<file path="src/design/qsv_pkg.sv">
// Shared types, codes, gate matrices and rounding helpers for the
// state-vector gate engine. No dependencies.
`default_nettype none
package qsv_pkg;

  localparam logic [1:0] CMD_G1  = 2'd0;
  localparam logic [1:0] CMD_G2  = 2'd1;
  localparam logic [1:0] CMD_RD  = 2'd2;
  localparam logic [1:0] CMD_RST = 2'd3;

  localparam logic [3:0] G2_CNOT = 4'd0;
  localparam logic [3:0] G2_CZ   = 4'd1;
  localparam logic [3:0] G2_SWAP = 4'd2;

  localparam logic signed [15:0] P1 = 16'sd16384;
  localparam logic signed [15:0] N1 = -16'sd16384;
  localparam logic signed [15:0] PR = 16'sd11585;
  localparam logic signed [15:0] NR = -16'sd11585;
  localparam logic signed [15:0] PH = 16'sd8192;
  localparam logic signed [15:0] NH = -16'sd8192;
  localparam logic signed [15:0] ZR = 16'sd0;

  typedef struct packed {
    logic signed [15:0] re;
    logic signed [15:0] im;
  } cplx_t;

  // entry index is row * 2 + column
  typedef cplx_t [3:0] mat_t;

  typedef struct packed {
    logic [1:0] cmd;
    logic [3:0] gate;
    logic [3:0] qa;
    logic [3:0] qb;
    logic [9:0] amp_index;
  } op_t;

  typedef struct packed {
    logic       rd_en;
    logic       rd_hi;
    logic       rd_amp;
    logic       wr_en;
    logic       wr_hi;
    logic       clr;
    logic       lat0;
    logic       lat1;
    logic       acc_clr;
    logic       mac_en;
    logic [1:0] mac_k;
    logic       acc_en;
    logic [1:0] acc_k;
    logic       out_ld;
    logic       out_rd;
    logic       out_err;
  } dp_cmd_t;

  typedef struct packed {
    logic skip;
  } dp_stat_t;

  function automatic mat_t gate1_mat(input logic [3:0] g);
    mat_t m;
    case (g)
      4'd0:  m = {{P1, ZR}, {ZR, ZR}, {ZR, ZR}, {P1, ZR}};
      4'd1:  m = {{ZR, ZR}, {P1, ZR}, {P1, ZR}, {ZR, ZR}};
      4'd2:  m = {{ZR, ZR}, {ZR, P1}, {ZR, N1}, {ZR, ZR}};
      4'd3:  m = {{N1, ZR}, {ZR, ZR}, {ZR, ZR}, {P1, ZR}};
      4'd4:  m = {{NR, ZR}, {PR, ZR}, {PR, ZR}, {PR, ZR}};
      4'd5:  m = {{ZR, ZR}, {PR, PR}, {PR, NR}, {ZR, ZR}};
      4'd6:  m = {{NR, ZR}, {PR, ZR}, {PR, ZR}, {PR, ZR}};
      4'd7:  m = {{NR, ZR}, {ZR, PR}, {ZR, NR}, {PR, ZR}};
      4'd8:  m = {{PH, PH}, {PH, NH}, {PH, NH}, {PH, PH}};
      4'd9:  m = {{PH, NH}, {PH, PH}, {PH, PH}, {PH, NH}};
      4'd10: m = {{PH, PH}, {PH, PH}, {NH, NH}, {PH, PH}};
      4'd11: m = {{PH, NH}, {NH, PH}, {PH, NH}, {PH, NH}};
      4'd12, 4'd14: m = {{ZR, P1}, {ZR, ZR}, {ZR, ZR}, {P1, ZR}};
      default: m = {{ZR, N1}, {ZR, ZR}, {ZR, ZR}, {P1, ZR}};
    endcase
    return m;
  endfunction

  // Q8.28 sum to Q2.14: nearest, ties away from zero, saturated
  function automatic logic signed [15:0] round_q14(input logic signed [35:0] s);
    logic        neg;
    logic [35:0] mag;
    logic [36:0] sum;
    logic [22:0] q;
    logic signed [15:0] r;
    neg = s[35];
    mag = neg ? 36'(-s) : 36'(s);
    sum = {1'b0, mag} + 37'd8192;
    q   = sum[36:14];
    if (!neg && q > 23'd32767) begin
      r = 16'sh7fff;
    end else if (neg && q > 23'd32768) begin
      r = 16'sh8000;
    end else begin
      r = neg ? 16'(-q) : 16'(q);
    end
    return r;
  endfunction

  function automatic logic signed [15:0] neg_sat(input logic signed [15:0] x);
    return (x == 16'sh8000) ? 16'sh7fff : -x;
  endfunction

endpackage
`default_nettype wire

</file>
<file path="src/design/qsv_ctrl.sv">
// Command sequencer: accepts items, sweeps the amplitude memory, issues
// datapath strobes and owns the result valid. Depends on qsv_pkg.
`default_nettype none
module qsv_ctrl #(
  parameter int QUBITS = 10
) (
  input  wire logic              clk,
  input  wire logic              rst_n,
  input  wire logic              in_valid,
  output logic                   in_ready,
  input  wire qsv_pkg::op_t      in_op,
  output logic                   out_valid,
  input  wire logic              out_ready,
  output qsv_pkg::dp_cmd_t       cmd,
  output qsv_pkg::op_t           op,
  output logic [QUBITS-1:0]      cnt,
  input  wire qsv_pkg::dp_stat_t stat
);
  import qsv_pkg::*;

  localparam int AW = QUBITS;
  localparam logic [4:0] QN = 5'(QUBITS);

  typedef enum logic [3:0] {
    S_CLR, S_IDLE, S_SCAN, S_RD0, S_RD1, S_LAT, S_MAC, S_WR0, S_WR1,
    S_RRD, S_RWT, S_FIN
  } state_t;

  state_t         state_r;
  logic [AW-1:0]  cnt_r;
  logic [2:0]     k_r;
  op_t            op_r;
  logic           err_r;
  logic           clr_reply_r;
  logic           out_valid_r;

  logic        qa_bad, qb_bad, idx_bad, g2_bad, last, take;
  logic [15:0] ai16;

  always_comb begin
    qa_bad  = {1'b0, in_op.qa} >= QN;
    qb_bad  = {1'b0, in_op.qb} >= QN;
    ai16    = {6'd0, in_op.amp_index};
    idx_bad = (ai16 >> AW) != 16'd0;
    g2_bad  = qa_bad || qb_bad || (in_op.qa == in_op.qb) || (in_op.gate > G2_SWAP);
    last    = &cnt_r;
    take    = in_valid && (state_r == S_IDLE);
  end

  always_comb begin
    cmd = '0;
    case (state_r)
      S_CLR: begin
        cmd.wr_en = 1'b1;
        cmd.clr   = 1'b1;
      end
      S_RD0: cmd.rd_en = 1'b1;
      S_RD1: begin
        cmd.rd_en = 1'b1;
        cmd.rd_hi = 1'b1;
        cmd.lat0  = 1'b1;
      end
      S_LAT: begin
        cmd.lat1    = 1'b1;
        cmd.acc_clr = 1'b1;
      end
      S_MAC: begin
        cmd.mac_en = (k_r != 3'd4);
        cmd.mac_k  = k_r[1:0];
        cmd.acc_en = (k_r != 3'd0);
        cmd.acc_k  = 2'(k_r - 3'd1);
      end
      S_WR0: cmd.wr_en = 1'b1;
      S_WR1: begin
        cmd.wr_en = 1'b1;
        cmd.wr_hi = 1'b1;
      end
      S_RRD: begin
        cmd.rd_en  = 1'b1;
        cmd.rd_amp = 1'b1;
      end
      S_RWT: cmd.lat0 = 1'b1;
      S_FIN: begin
        cmd.out_ld  = !out_valid_r || out_ready;
        cmd.out_rd  = (op_r.cmd == CMD_RD) && !err_r;
        cmd.out_err = err_r;
      end
      default: cmd = '0;
    endcase
  end

  always_ff @(posedge clk) begin
    if (!rst_n) begin
      state_r     <= S_CLR;
      cnt_r       <= '0;
      k_r         <= '0;
      err_r       <= 1'b0;
      clr_reply_r <= 1'b0;
      out_valid_r <= 1'b0;
    end else begin
      if (state_r == S_FIN && (!out_valid_r || out_ready)) begin
        out_valid_r <= 1'b1;
      end else if (out_ready) begin
        out_valid_r <= 1'b0;
      end
      case (state_r)
        S_CLR: begin
          if (last) begin
            cnt_r   <= '0;
            state_r <= clr_reply_r ? S_FIN : S_IDLE;
          end else begin
            cnt_r <= cnt_r + 1'b1;
          end
        end
        S_IDLE: begin
          if (take) begin
            op_r  <= in_op;
            cnt_r <= '0;
            case (in_op.cmd)
              CMD_G1: begin
                err_r   <= qa_bad;
                state_r <= qa_bad ? S_FIN : S_SCAN;
              end
              CMD_G2: begin
                err_r   <= g2_bad;
                state_r <= g2_bad ? S_FIN : S_SCAN;
              end
              CMD_RD: begin
                err_r   <= idx_bad;
                state_r <= idx_bad ? S_FIN : S_RRD;
              end
              default: begin
                err_r       <= 1'b0;
                clr_reply_r <= 1'b1;
                state_r     <= S_CLR;
              end
            endcase
          end
        end
        S_SCAN: begin
          if (!stat.skip) begin
            state_r <= S_RD0;
          end else if (last) begin
            state_r <= S_FIN;
          end else begin
            cnt_r <= cnt_r + 1'b1;
          end
        end
        S_RD0: state_r <= S_RD1;
        S_RD1: state_r <= S_LAT;
        S_LAT: begin
          k_r     <= '0;
          state_r <= (op_r.cmd == CMD_G1) ? S_MAC : S_WR0;
        end
        S_MAC: begin
          if (k_r == 3'd4) begin
            state_r <= S_WR0;
          end else begin
            k_r <= k_r + 3'd1;
          end
        end
        S_WR0: state_r <= S_WR1;
        S_WR1: begin
          if (last) begin
            state_r <= S_FIN;
          end else begin
            cnt_r   <= cnt_r + 1'b1;
            state_r <= S_SCAN;
          end
        end
        S_RRD: state_r <= S_RWT;
        S_RWT: state_r <= S_FIN;
        S_FIN: begin
          // hold until the result register is free
          if (!out_valid_r || out_ready) begin
            clr_reply_r <= 1'b0;
            state_r     <= S_IDLE;
          end
        end
        default: state_r <= S_IDLE;
      endcase
    end
  end

  assign in_ready  = (state_r == S_IDLE);
  assign out_valid = out_valid_r;
  assign op        = op_r;
  assign cnt       = cnt_r;

  a_one_at_a_time: assert property (@(posedge clk) disable iff (!rst_n)
    (in_valid && in_ready) |=> !in_ready)
    else $error("second item accepted while busy");

  a_no_overwrite: assert property (@(posedge clk) disable iff (!rst_n)
    (state_r == S_FIN && out_valid_r && !out_ready) |=> (state_r == S_FIN))
    else $error("pending result overwritten");

  a_valid_from_fin: assert property (@(posedge clk) disable iff (!rst_n)
    $rose(out_valid_r) |-> $past(state_r == S_FIN))
    else $error("result raised outside finish");

  a_mac_bound: assert property (@(posedge clk) disable iff (!rst_n)
    (state_r == S_MAC && k_r == 3'd4) |=> (state_r == S_WR0))
    else $error("MAC sequence overran");

endmodule
`default_nettype wire

</file>
<file path="config.mk">
export PLATFORM = sky130hd
export DESIGN_NAME = qsv_ctrl
export DESIGN_NICKNAME = d
export VERILOG_FILES = /design/src/design/qsv_pkg.sv /design/src/design/qsv_ctrl.sv
export SDC_FILE = /design/constraint.sdc
export NUM_CORES = 1
export LEC_CHECK = 0
export ABC_AREA = 1
export BUFFER_PORTS_ARGS = -buffer_cell sky130_fd_sc_hd__buf_2
export CAP_MARGIN = 10
export CORE_ASPECT_RATIO = 1.75
export CORE_MARGIN = 3
export CORE_UTILIZATION = 45
export DETAILED_ROUTE_END_ITERATION = 10
export PLACE_DENSITY = 0.74
export SLEW_MARGIN = 10
export SYNTH_ARGS = -nofsm -noshare
export SYNTH_HDL_FRONTEND = slang
export SYNTH_SLANG_ARGS = --single-unit
</file>
<file path="constraint.sdc">
create_clock -name clk -period 4.4 [get_ports clk]
set_input_delay 0.22 -clock clk [delete_from_list [all_inputs] [get_ports clk]]
set_output_delay 0.22 -clock clk [all_outputs]
set_load 0.01 [all_outputs]
</file>
==> results.sh <==
export IMPL_worst_hold_path_type="primary input to flop"
export IMPL_p_leak_nw=1.38
export IMPL_grt_start_max_net_pins=25
export IMPL_drive_above_1_share_pct=27.5
export IMPL_place_inst=418
export IMPL_syn_nets=321
export IMPL_regArea_um2=1120
export IMPL_cp_start_kind="flop"
export IMPL_core_area_um2=4750
export IMPL_synth_edff_count=24
export IMPL_first_iter_violations=72
export IMPL_ios=83
export IMPL_worst_skew_pair_late_latency_ps=290
export IMPL_syn_avg_cell_area_um2=7.75
export IMPL_antenna_left=0
export IMPL_skew_ps=3.85
export IMPL_dr_total_vias=2151
export IMPL_clock_path_buffers=2
export IMPL_multi_input_area_um2=900
export IMPL_synth_xor_xnor_area_share_pct=1.17
export IMPL_finalCritPeriodShare_pct=52.3
export IMPL_worstSetupEndpointType="flop"
export IMPL_final_common_cell="buf_2"
export IMPL_ys_ff_latch=44
export IMPL_grt_usage_pct=18.2
export IMPL_critical_path_class="flop to flop"
export IMPL_synth_async_reset_ratio_pct=0
export IMPL_place_congestion=0.899
export IMPL_htree_levels=2
export IMPL_num_nets_final=405
export IMPL_synth_mux_area_share_pct=0
export IMPL_tightest_slew_ps=1090
export IMPL_min_period_ps=2300
export IMPL_finalSetupTns_ps=0
export IMPL_setup_viol=0
export IMPL_crit_fanout=24
export IMPL_filler_cell_count=431
export IMPL_required_ps=4310
export IMPL_ir_drop_mv=0.318
export IMPL_wl_per_cell_um=12.5
export IMPL_synth_warning_count=0
export IMPL_antenna_found_initial=0
export IMPL_place_ws_ps=2120
export IMPL_cp_arrival_ps=2210
export IMPL_hold_viol=0
export IMPL_status="finished, final reports clean"
export IMPL_synth_top_flop_cell="edfxtp_1"
export IMPL_post_cts_buffers=0
export IMPL_area_growth_pct=25.5
export IMPL_cts_root_buf="clkbuf_8"
export IMPL_relSlewSlack_pct=27.5
export IMPL_synthSimpleGateAreaFrac_pct=27.9
export IMPL_power_density_nw_per_um2=411
export IMPL_max_freq_mhz=435
export IMPL_grt_pass1_wl_mm=8.27
export IMPL_rsz0062_at_grt="false"
export IMPL_overflow=0
export IMPL_remaining_drc_errors=0
export IMPL_drv_cap=0
export IMPL_initial_core_util_pct=47.2
export IMPL_grt_pass1_vias=2011
export IMPL_rows=33
export IMPL_hpwl_mm=4.26
export IMPL_fin_cells=426
export IMPL_cts_tree="yes"
export IMPL_cts_resized=0
export IMPL_slew_viol_final=0
export IMPL_yosysSeqAreaShare_pct=50.0
export IMPL_synth_top_family_by_area="simple AND/OR/NAND/NOR gates"
export IMPL_drtPass1Iterations=4
export IMPL_clkSlewWorstSetupHoldPaths_ps=80
export IMPL_synth_distinct_cells=29
export IMPL_die_area_um2=5900
export IMPL_clock_sinks=44
export IMPL_final_util_pct=59.2
export IMPL_synth_compound_area_share_pct=9.32
export IMPL_viasPerCell=5.05
export IMPL_total_power_w=0.00116
export IMPL_cts_made_buffers=5
export IMPL_drt_total_wl_mm=5.34
export IMPL_final_cell_mix="82 x buf_2, 76 x nand2_1, 45 x inv_1"
export IMPL_portBuffers=82
export IMPL_n_antenna_cell=0
export IMPL_synthAdderAreaFrac_pct=1.68
export IMPL_netlist_area_um2=2240
export IMPL_die_h_um=99.4
export IMPL_die_x_um=59.3
export IMPL_postCtsHoldBufs=0
export IMPL_netlist_instances=289
export IMPL_fin_ws_ps=2100
path summary, 6_finish.rpt:
path / from / endpoint / slack (ps) / cells past startpoint
min: in_op[5] / op[5] / 100 / 1
min reg2reg: clr_reply_r / clr_reply_r / 490 / 2
max: state_r[2] / op[23] / 2100 / 5
max reg2reg: state_r[2] / op[23] / 2100 / 5
routing by layer:
layer	global-route usage [%]	vias up	wire length, um
li1	-	1086	-
met1	17.8	948	1960
met2	32.4	93	2660
met3	4.68	24	461
met4	11.2	0	257
met5	0	-	0
synthesized netlist by cell type (2+ instances only):
cell,n,area [um^2]
inv_2,4,15.0
nand3b_1,2,15.0
o21ai_0,12,60.1
inv_1,45,169
or2_0,2,12.5
buf_6,2,22.5
nor2_4,2,22.5
nand2_1,76,285
nand4_1,4,25.0
nand2_2,4,25.0
a211oi_1,4,30.0
dfxtp_1,20,400
edfxtp_1,24,721
a21oi_1,19,95.1
nor2_1,42,158
nor2_2,3,18.8
ha_1,3,37.5
xor2_1,2,17.5
nand3_1,8,40.0
nor3_1,2,10.0
worst max-delay path, stage by stage, from the launching register on:
cell,delay [ps]
dfxtp_1,360
nor2_2,250
nand2_2,150
inv_1,190
nand2_1,130
nor2_2,840
metrics by stage:
stage                     hold slack [ps]  instance area (um^2)
final                                98.6                  2810
after global routing                 82.9                  2810
after CTS                            93.6                  2810
after detailed placement              398                  2680
after global placement                400                  2680
after floorplan                       319                  2240
power breakdown:
part           internal (W)  switching [W]  leakage, nW
clock network      0.000227       0.000131       0.0654
registers          0.000471      0.0000242        0.378
logic              0.000103       0.000200        0.939
flip-flops by register name, summed over array words and instances (netlist names):
signal	flops
op	24
state_r	4
out_valid	1
k_r	3
err_r	1
clr_reply_r	1
cnt	10
cell type report:
cell class              instances  area share [%]
inverters                      49            6.54
repair buffers                 82            14.6
well taps                      52            2.31
clock inverters                 2            2.14
multi-input cells             191            32.0
flip-flops and latches         44            39.9
clock buffers                   6            2.58
cell families (layout without fill, tap and decap cells):
logic type	Yosys count	in the layout
compound gates	38	38
xor+xnor	3	3
fa+ha+maj	3	3
buf+inv	54	139
flops	44	44
simple gates	147	147
Note: power is estimated with default switching activity, not from simulation.
